**src/sv/cft_pkg.sv**
```systemverilog
// Package for the CSV field tokenizer: word types, character constants
// and parser state encoding. No dependencies.
`default_nettype none

package cft_pkg;

    localparam int unsigned CHAR_W = 8;

    localparam logic [CHAR_W-1:0] QUOTE_CHAR = 8'd34;
    localparam logic [CHAR_W-1:0] TAB_CHAR   = 8'd9;
    localparam logic [CHAR_W-1:0] SPACE_CHAR = 8'd32;
    localparam logic [CHAR_W-1:0] NUL_CHAR   = 8'd0;
    localparam logic [CHAR_W-1:0] SEP_RESET  = 8'd44;

    typedef struct packed {
        logic              end_of_line;
        logic [CHAR_W-1:0] in_char;
    } item_t;

    typedef struct packed {
        logic              line_end;
        logic              field_end;
        logic              char_valid;
        logic [CHAR_W-1:0] out_char;
    } result_t;

    typedef enum logic [5:0] {
        ST_START  = 6'b000001,
        ST_SEPS   = 6'b000010,
        ST_UNQ    = 6'b000100,
        ST_QUOTED = 6'b001000,
        ST_QCLOSE = 6'b010000,
        ST_DONE   = 6'b100000
    } parse_state_t;

endpackage

`default_nettype wire

```
**src/sv/cft_in_stage.sv**
```systemverilog
// Input register for the CSV field tokenizer: holds one accepted word.
// Depends on cft_pkg.
`default_nettype none

module cft_in_stage
    import cft_pkg::*;
(
    input  wire logic  clk,
    input  wire logic  rst_n,
    input  wire logic  in_valid,
    output logic       in_ready,
    input  wire item_t in_item,
    output logic       item_valid,
    input  wire logic  item_ready,
    output item_t      item
);

    logic  valid_reg;
    logic  valid_next;
    item_t item_reg;

    assign in_ready   = !valid_reg || item_ready;
    assign valid_next = in_ready ? in_valid : valid_reg;
    assign item_valid = valid_reg;
    assign item       = item_reg;

    always_ff @(posedge clk or negedge rst_n)
    begin
        if (!rst_n)
        begin
            valid_reg <= 1'b0;
        end
        else
        begin
            valid_reg <= valid_next;
        end
    end

    always_ff @(posedge clk)
    begin
        if (in_valid && in_ready)
        begin
            item_reg <= in_item;
        end
    end

endmodule

`default_nettype wire

```
**src/sv/cft_parse.sv**
```systemverilog
// Parser state machine and result register of the CSV field tokenizer.
// Depends on cft_pkg.
`default_nettype none

module cft_parse
    import cft_pkg::*;
(
    input  wire logic              clk,
    input  wire logic              rst_n,
    input  wire logic [CHAR_W-1:0] separator,
    input  wire logic              item_valid,
    output logic                   item_ready,
    input  wire item_t             item,
    output logic                   res_valid,
    input  wire logic              res_ready,
    output result_t                res
);

    parse_state_t state_reg;
    parse_state_t state_next;
    logic         out_valid_reg;
    logic         out_valid_next;
    result_t      out_reg;
    logic         take;
    logic         emit;
    result_t      step_res;
    logic [CHAR_W-1:0] c;
    logic         open;

    assign item_ready = !out_valid_reg || res_ready;
    assign take       = item_valid && item_ready;
    assign res_valid  = out_valid_reg;
    assign res        = out_reg;

    assign c    = (item.in_char == TAB_CHAR) ? SPACE_CHAR : item.in_char;
    assign open = state_reg inside {ST_UNQ, ST_QUOTED, ST_QCLOSE};

    always_comb
    begin
        state_next = state_reg;
        emit       = 1'b0;
        step_res   = '0;
        if (item.end_of_line)
        begin
            state_next         = ST_START;
            emit               = 1'b1;
            step_res.field_end = open;
            step_res.line_end  = 1'b1;
        end
        else if (state_reg == ST_DONE)
        begin
            state_next = ST_DONE;
        end
        else if (c == NUL_CHAR)
        begin
            state_next         = ST_DONE;
            emit               = open;
            step_res.field_end = open;
        end
        else
        begin
            case (state_reg)
                ST_SEPS:
                begin
                    if (c == separator)
                    begin
                        state_next = ST_SEPS;
                    end
                    else if (c == QUOTE_CHAR)
                    begin
                        state_next = ST_QUOTED;
                    end
                    else
                    begin
                        state_next          = ST_UNQ;
                        emit                = 1'b1;
                        step_res.out_char   = c;
                        step_res.char_valid = 1'b1;
                    end
                end
                ST_UNQ:
                begin
                    emit = 1'b1;
                    if (c == separator)
                    begin
                        state_next         = ST_SEPS;
                        step_res.field_end = 1'b1;
                    end
                    else
                    begin
                        state_next          = ST_UNQ;
                        step_res.out_char   = c;
                        step_res.char_valid = 1'b1;
                    end
                end
                ST_QUOTED:
                begin
                    if (c == QUOTE_CHAR)
                    begin
                        state_next = ST_QCLOSE;
                    end
                    else
                    begin
                        state_next          = ST_QUOTED;
                        emit                = 1'b1;
                        step_res.out_char   = c;
                        step_res.char_valid = 1'b1;
                    end
                end
                ST_QCLOSE:
                begin
                    emit = 1'b1;
                    if (c == QUOTE_CHAR)
                    begin
                        // doubled quote inside a quoted field
                        state_next          = ST_QUOTED;
                        step_res.out_char   = QUOTE_CHAR;
                        step_res.char_valid = 1'b1;
                    end
                    else
                    begin
                        // char after the closing quote is dropped
                        state_next         = ST_START;
                        step_res.field_end = 1'b1;
                    end
                end
                default:
                begin
                    if (c == QUOTE_CHAR)
                    begin
                        state_next = ST_QUOTED;
                    end
                    else if (c == separator)
                    begin
                        state_next         = ST_SEPS;
                        emit               = 1'b1;
                        step_res.field_end = 1'b1;
                    end
                    else
                    begin
                        state_next          = ST_UNQ;
                        emit                = 1'b1;
                        step_res.out_char   = c;
                        step_res.char_valid = 1'b1;
                    end
                end
            endcase
        end
    end

    always_comb
    begin
        if (take && emit)
        begin
            out_valid_next = 1'b1;
        end
        else if (res_ready)
        begin
            out_valid_next = 1'b0;
        end
        else
        begin
            out_valid_next = out_valid_reg;
        end
    end

    always_ff @(posedge clk or negedge rst_n)
    begin
        if (!rst_n)
        begin
            state_reg     <= ST_START;
            out_valid_reg <= 1'b0;
        end
        else
        begin
            out_valid_reg <= out_valid_next;
            if (take)
            begin
                state_reg <= state_next;
            end
        end
    end

    always_ff @(posedge clk)
    begin
        if (take && emit)
        begin
            out_reg <= step_res;
        end
    end

`ifndef ASSERT_OFF
    a_eol_restarts: assert property (@(posedge clk) disable iff (!rst_n)
        take && item.end_of_line |=> state_reg == ST_START && out_valid_reg && res.line_end)
        else $error("end of line did not restart the parser");

    a_done_silent: assert property (@(posedge clk) disable iff (!rst_n)
        take && !item.end_of_line && state_reg == ST_DONE |=> state_reg == ST_DONE)
        else $error("ignored tail of line left the done state");

    a_char_xor_end: assert property (@(posedge clk) disable iff (!rst_n)
        out_valid_reg && res.char_valid |-> !res.field_end && !res.line_end)
        else $error("character word also flags an end");

    a_nochar_zero: assert property (@(posedge clk) disable iff (!rst_n)
        out_valid_reg && !res.char_valid |-> res.out_char == NUL_CHAR)
        else $error("mark word carries a character");

    a_no_overwrite: assert property (@(posedge clk) disable iff (!rst_n)
        out_valid_reg && !res_ready |-> !take)
        else $error("item consumed while result register is full");
`endif

endmodule

`default_nettype wire

```
**src/sv/csv_field_tokenizer_top.sv**
```systemverilog
// Top level of the CSV field tokenizer: separator register, input stage
// and parser. Depends on cft_pkg, cft_in_stage and cft_parse.
//
//   channel   dir  tdata          tuser                        tlast
//   s_axis    in   in_char[7:0]   -                            end_of_line
//   m_axis    out  out_char[7:0]  [0] char_valid [1] field_end line_end
//   cfg       in   separator[7:0] (valid/ready write, no address)
//
// One word per cycle sustained while m_axis accepts; each word passes input register
// -> parser state update -> result register on its way to m_axis.
// Words that produce no result are consumed without an output word.
// Reset (rst_n low, async) returns the parser to line start, separator to ','.
// A stalled m_axis holds the result and blocks the parser; the input register
// takes one more word while empty, then s_axis stalls too.
`default_nettype none

module csv_field_tokenizer_top
    import cft_pkg::*;
(
    input  wire logic              clk,
    input  wire logic              rst_n,
    input  wire logic              s_axis_tvalid,
    output logic                   s_axis_tready,
    input  wire logic [CHAR_W-1:0] s_axis_tdata,   // in_char
    input  wire logic              s_axis_tlast,   // end_of_line
    output logic                   m_axis_tvalid,
    input  wire logic              m_axis_tready,
    output logic [CHAR_W-1:0]      m_axis_tdata,   // out_char
    output logic [1:0]             m_axis_tuser,   // char_valid, field_end
    output logic                   m_axis_tlast,   // line_end
    input  wire logic              cfg_valid,
    output logic                   cfg_ready,
    input  wire logic [CHAR_W-1:0] cfg_data        // separator
);

    logic [CHAR_W-1:0] separator_reg;
    item_t             in_item;
    item_t             item;
    logic              item_valid;
    logic              item_ready;
    result_t           res;

    assign cfg_ready = 1'b1;

    always_ff @(posedge clk or negedge rst_n)
    begin
        if (!rst_n)
        begin
            separator_reg <= SEP_RESET;
        end
        else if (cfg_valid && cfg_ready)
        begin
            separator_reg <= cfg_data;
        end
    end

    assign in_item.in_char     = s_axis_tdata;
    assign in_item.end_of_line = s_axis_tlast;

    cft_in_stage u_in_stage (
        .clk        (clk),
        .rst_n      (rst_n),
        .in_valid   (s_axis_tvalid),
        .in_ready   (s_axis_tready),
        .in_item    (in_item),
        .item_valid (item_valid),
        .item_ready (item_ready),
        .item       (item)
    );

    cft_parse u_parse (
        .clk        (clk),
        .rst_n      (rst_n),
        .separator  (separator_reg),
        .item_valid (item_valid),
        .item_ready (item_ready),
        .item       (item),
        .res_valid  (m_axis_tvalid),
        .res_ready  (m_axis_tready),
        .res        (res)
    );

    assign m_axis_tdata = res.out_char;
    assign m_axis_tuser = {res.field_end, res.char_valid};
    assign m_axis_tlast = res.line_end;

endmodule

`default_nettype wire

```
**config.mk**
```make
export PLATFORM = sky130hd
export DESIGN_NAME = csv_field_tokenizer_top
export DESIGN_NICKNAME = d
export VERILOG_FILES = /design/src/sv/cft_pkg.sv /design/src/sv/cft_in_stage.sv /design/src/sv/cft_parse.sv /design/src/sv/csv_field_tokenizer_top.sv
export SDC_FILE = /design/constraint.sdc
export NUM_CORES = 1
export LEC_CHECK = 0
export BUFFER_PORTS_ARGS = -buffer_cell sky130_fd_sc_hd__buf_4
export CORE_UTILIZATION = 49
export CTS_BUF_LIST = sky130_fd_sc_hd__clkbuf_16
export DETAILED_ROUTE_END_ITERATION = 10
export GPL_ROUTABILITY_DRIVEN = 0
export PLACE_DENSITY = 0.75
export SYNTH_ARGS = -nofsm -noshare
export SYNTH_HDL_FRONTEND = slang
export SYNTH_SLANG_ARGS = --single-unit
```
**constraint.sdc**
```tcl
create_clock -name clk -period 2.2 [get_ports clk]
set_input_delay 0.22 -clock clk [delete_from_list [all_inputs] [get_ports clk]]
set_output_delay 0.22 -clock clk [all_outputs]
set_load 0.05 [all_outputs]
```
==> results.toml <==
[layout]
final_common_cell = "buf_4"
layout_common_cells = "buf_4 (51), edfxtp_1 (20), nand2_1 (16)"
drive_gt1_share_pct = 36.8
syn_to_final_growth_pct = 33.6
antennaDiodeCount = 0
nFillCells = 282
final_area_um2 = 2490
largest_register_ffs = 11
fin_cells = 268
nNetsFinal = 241

[place]
hpwlAfterDp_mm = 2.90
dp_slack_ns = -0.0586
port_buffers = 34
place_area_um2 = 2220
place_inst = 251

[route]
avgRoutedWirePerCell_um = 15.3
drtAntennaViolNets = 0
drc = 0
vias = 1544
routed_via_density = 5.76
routed_wl_mm = 4.11
dr.first_iter.drc_count = 73
drtPass1Iterations = 4

[synth]
yosysWarnings = 0
syn_nets = 190
synth_ff_type = "edfxtp_1"
synthArstFlopShare_pct = 44.4
synth_cells = 168
synthDistinctLibCells = 49
ys_ff_latch = 36
ys_seq_area_share_pct = 53.9
synth.avg_cell_area_um2 = 11.1
synth-edff-count = 20
synth_area_um2 = 1870

[global_route]
grt_pass1_wl_mm = 6.67
grt_max_degree = 17
track_usage_pct = 22.4
first_global_vias = 1473
grt_overflow = 0
antenna_found_initial = 0

[floorplan]
die-area_um2 = 4060
core_um2 = 3660
num_rows = 22
start_util_pct = 51.0
io_pins = 36
die_h_um = 63.7
die_x_um = 63.7

[clocking]
cts_sinks = 36
cts_tree = "yes"
cts_buffers = 5
cts_buffer_depth = 2
clkLatencyLatePin_ns = 0.28
cts_root_buf = "clkbuf_16"
htree_levels = 2
cts.clk_slew.worst_paths_ns = 0.05

[sta]
finalSetupViolations = 0
worst_slew_pin_slew_ns = 0.537
fin_crit_ns = 2.15
skew_ns = 0.00377
period_share_pct = 97.9
tns_ns = 0
finalHoldViolations = 0
worst_slack_ns = 0.0457
relSlewSlack_pct = 64.1
max_freq_mhz = 464
drv_slew = 0

[flow_run]
maxCapViolCount = 0

[power_and_ir_drop]
power_frac_seq_pct = 38.9
p_switching_mw = 0.700
power.internal_mw = 1.61
p_leak_nw = 1.04
peakVddDrop_uv = 605
pwr-share-comb_pct = 27.6
power.density_nw_per_um2 = 925
switching_share_pct = 30.4
p_clk_share_pct = 33.6

[worst_setup_path]
cp.required_ns = 2.24
endpoint_kind = "flop"
worstReg2RegEnd = "u_parse.res[1]"
r2r-start = "u_in_stage.item[4]"
cpPeakStageDelay_ns = 0.46
critPathArrivalTime_ns = 2.20
worstPathCellList = "nor4_4, and4_1, o211ai_2, buf_4, nor3_2, o22ai_4, buf_12"
start_kind = "flop"
r2r_cells = 7
path_max_fanout = 11
setup.worst_path.class = "reg -> reg"
rrSetupSlack_ns = 0.05
slowest_stage = "edfxtp_1"

[worst_hold_path]
whs_path_depth = 1
hp-class = "in -> reg"
hold_end = "u_in_stage.item[0]"
hold_start = "s_axis_tdata[0]"

[run_status]
outcome = "completed"
## timing repair
action | 4_1_cts | 5_1_grt
hold buffers | 1 | 0
buffers inserted | 3 | 5
hold endpoints to repair | 12 | 0
endpoints found under the setup margin | 11 | 21
pin swaps | 1 | 3
gates resized for setup | 1 | 3
## cell usage after synthesis, types with 3 or more instances
library cell,instances,area [um2]
a21oi_1,10,50.1
a31oi_1,4,25.0
and2_1,3,18.8
buf_2,3,15.0
clkbuf_1,5,18.8
dfrtp_1,12,300
dfstp_2,4,105
edfxtp_1,20,601
inv_1,3,11.3
mux2_2,8,90.1
nand2_1,16,60.1
nand3_1,8,40.0
nor2_1,11,41.3
nor3_1,6,30.0
o21ai_0,6,30.0
xnor2_1,3,26.3
xor2_1,6,52.6
## area by class of cell
cell class,count,area [um2],share of cell area (%)
well taps,48,60.1,2.41
clock buffers,5,125,5.02
clock inverters,3,38.8,1.56
multi-input cells,120,840,33.7
repair buffers,53,413,16.6
flip-flops and latches,36,1010,40.3
inverters,3,11.3,0.452
## logic make-up after synthesis
family | Yosys count | synth area share (%)
and+or+nand+nor | 61 | 18.1
DFF | 36 | 53.9
buffers and inverters | 12 | 2.81
other | 1 | 0.201
AOI/OAI and AO/OA | 39 | 14.9
xor gates and xnor gates | 9 | 4.22
muxes | 10 | 5.90
## power by group through the flow
stage	logic, mW	registers [mW]	clock network (mW)
floorplan	0.264	1.03	0
global placement	0.577	0.900	0
detailed placement	0.587	0.907	0
CTS	0.599	0.895	0.788
global route	0.682	0.906	0.825
finish	0.636	0.897	0.774
## critical path: cells and delay by family (launching register included)
family / cells / cell delay [ns]
simple gates: 3 / 0.92
flops: 1 / 0.46
buf+inv: 2 / 0.32
compound gates: 2 / 0.23
## layer usage
layer	part of all wire (%)	global-route usage (%)
met1	41	27.8
met2	48	34.6
met4	2.3	11.6
met3	8.1	7.25
met5	0	0
## worst max path at each step
stage / startpoint / endpoint / slack [ns] / cells past startpoint
CTS: u_in_stage.item[2] / u_parse.res[1] / 0.06 / 6
global route: u_in_stage.item[4] / u_parse.res[0] / -0.03 / 7
global placement: u_in_stage.item[4] / u_parse.res[6] / 0.07 / 5
detailed placement: u_in_stage.item[4] / u_parse.res[4] / -0.06 / 5
floorplan: u_in_stage.item[4] / u_parse.res[0] / 0.06 / 5
finish: u_in_stage.item[4] / u_parse.res[1] / 0.05 / 7
## through the flow
| stage | hold WS, ns | util, % | total power, mW |
|---|---|---|---|
| 6_report | 0.115 | 68.1 | 2.31 |
| 5_1_grt | 0.105 | 68.1 | 2.41 |
| 4_1_cts | 0.111 | 66.3 | 2.28 |
| 3_5_place_dp | 0.0988 | 60.7 | 1.49 |
| 3_3_place_gp | 0.0940 | 60.7 | 1.48 |
| 2_1_floorplan | -0.0756 | - | 1.30 |
Note: power is estimated with default switching activity, not from simulation.
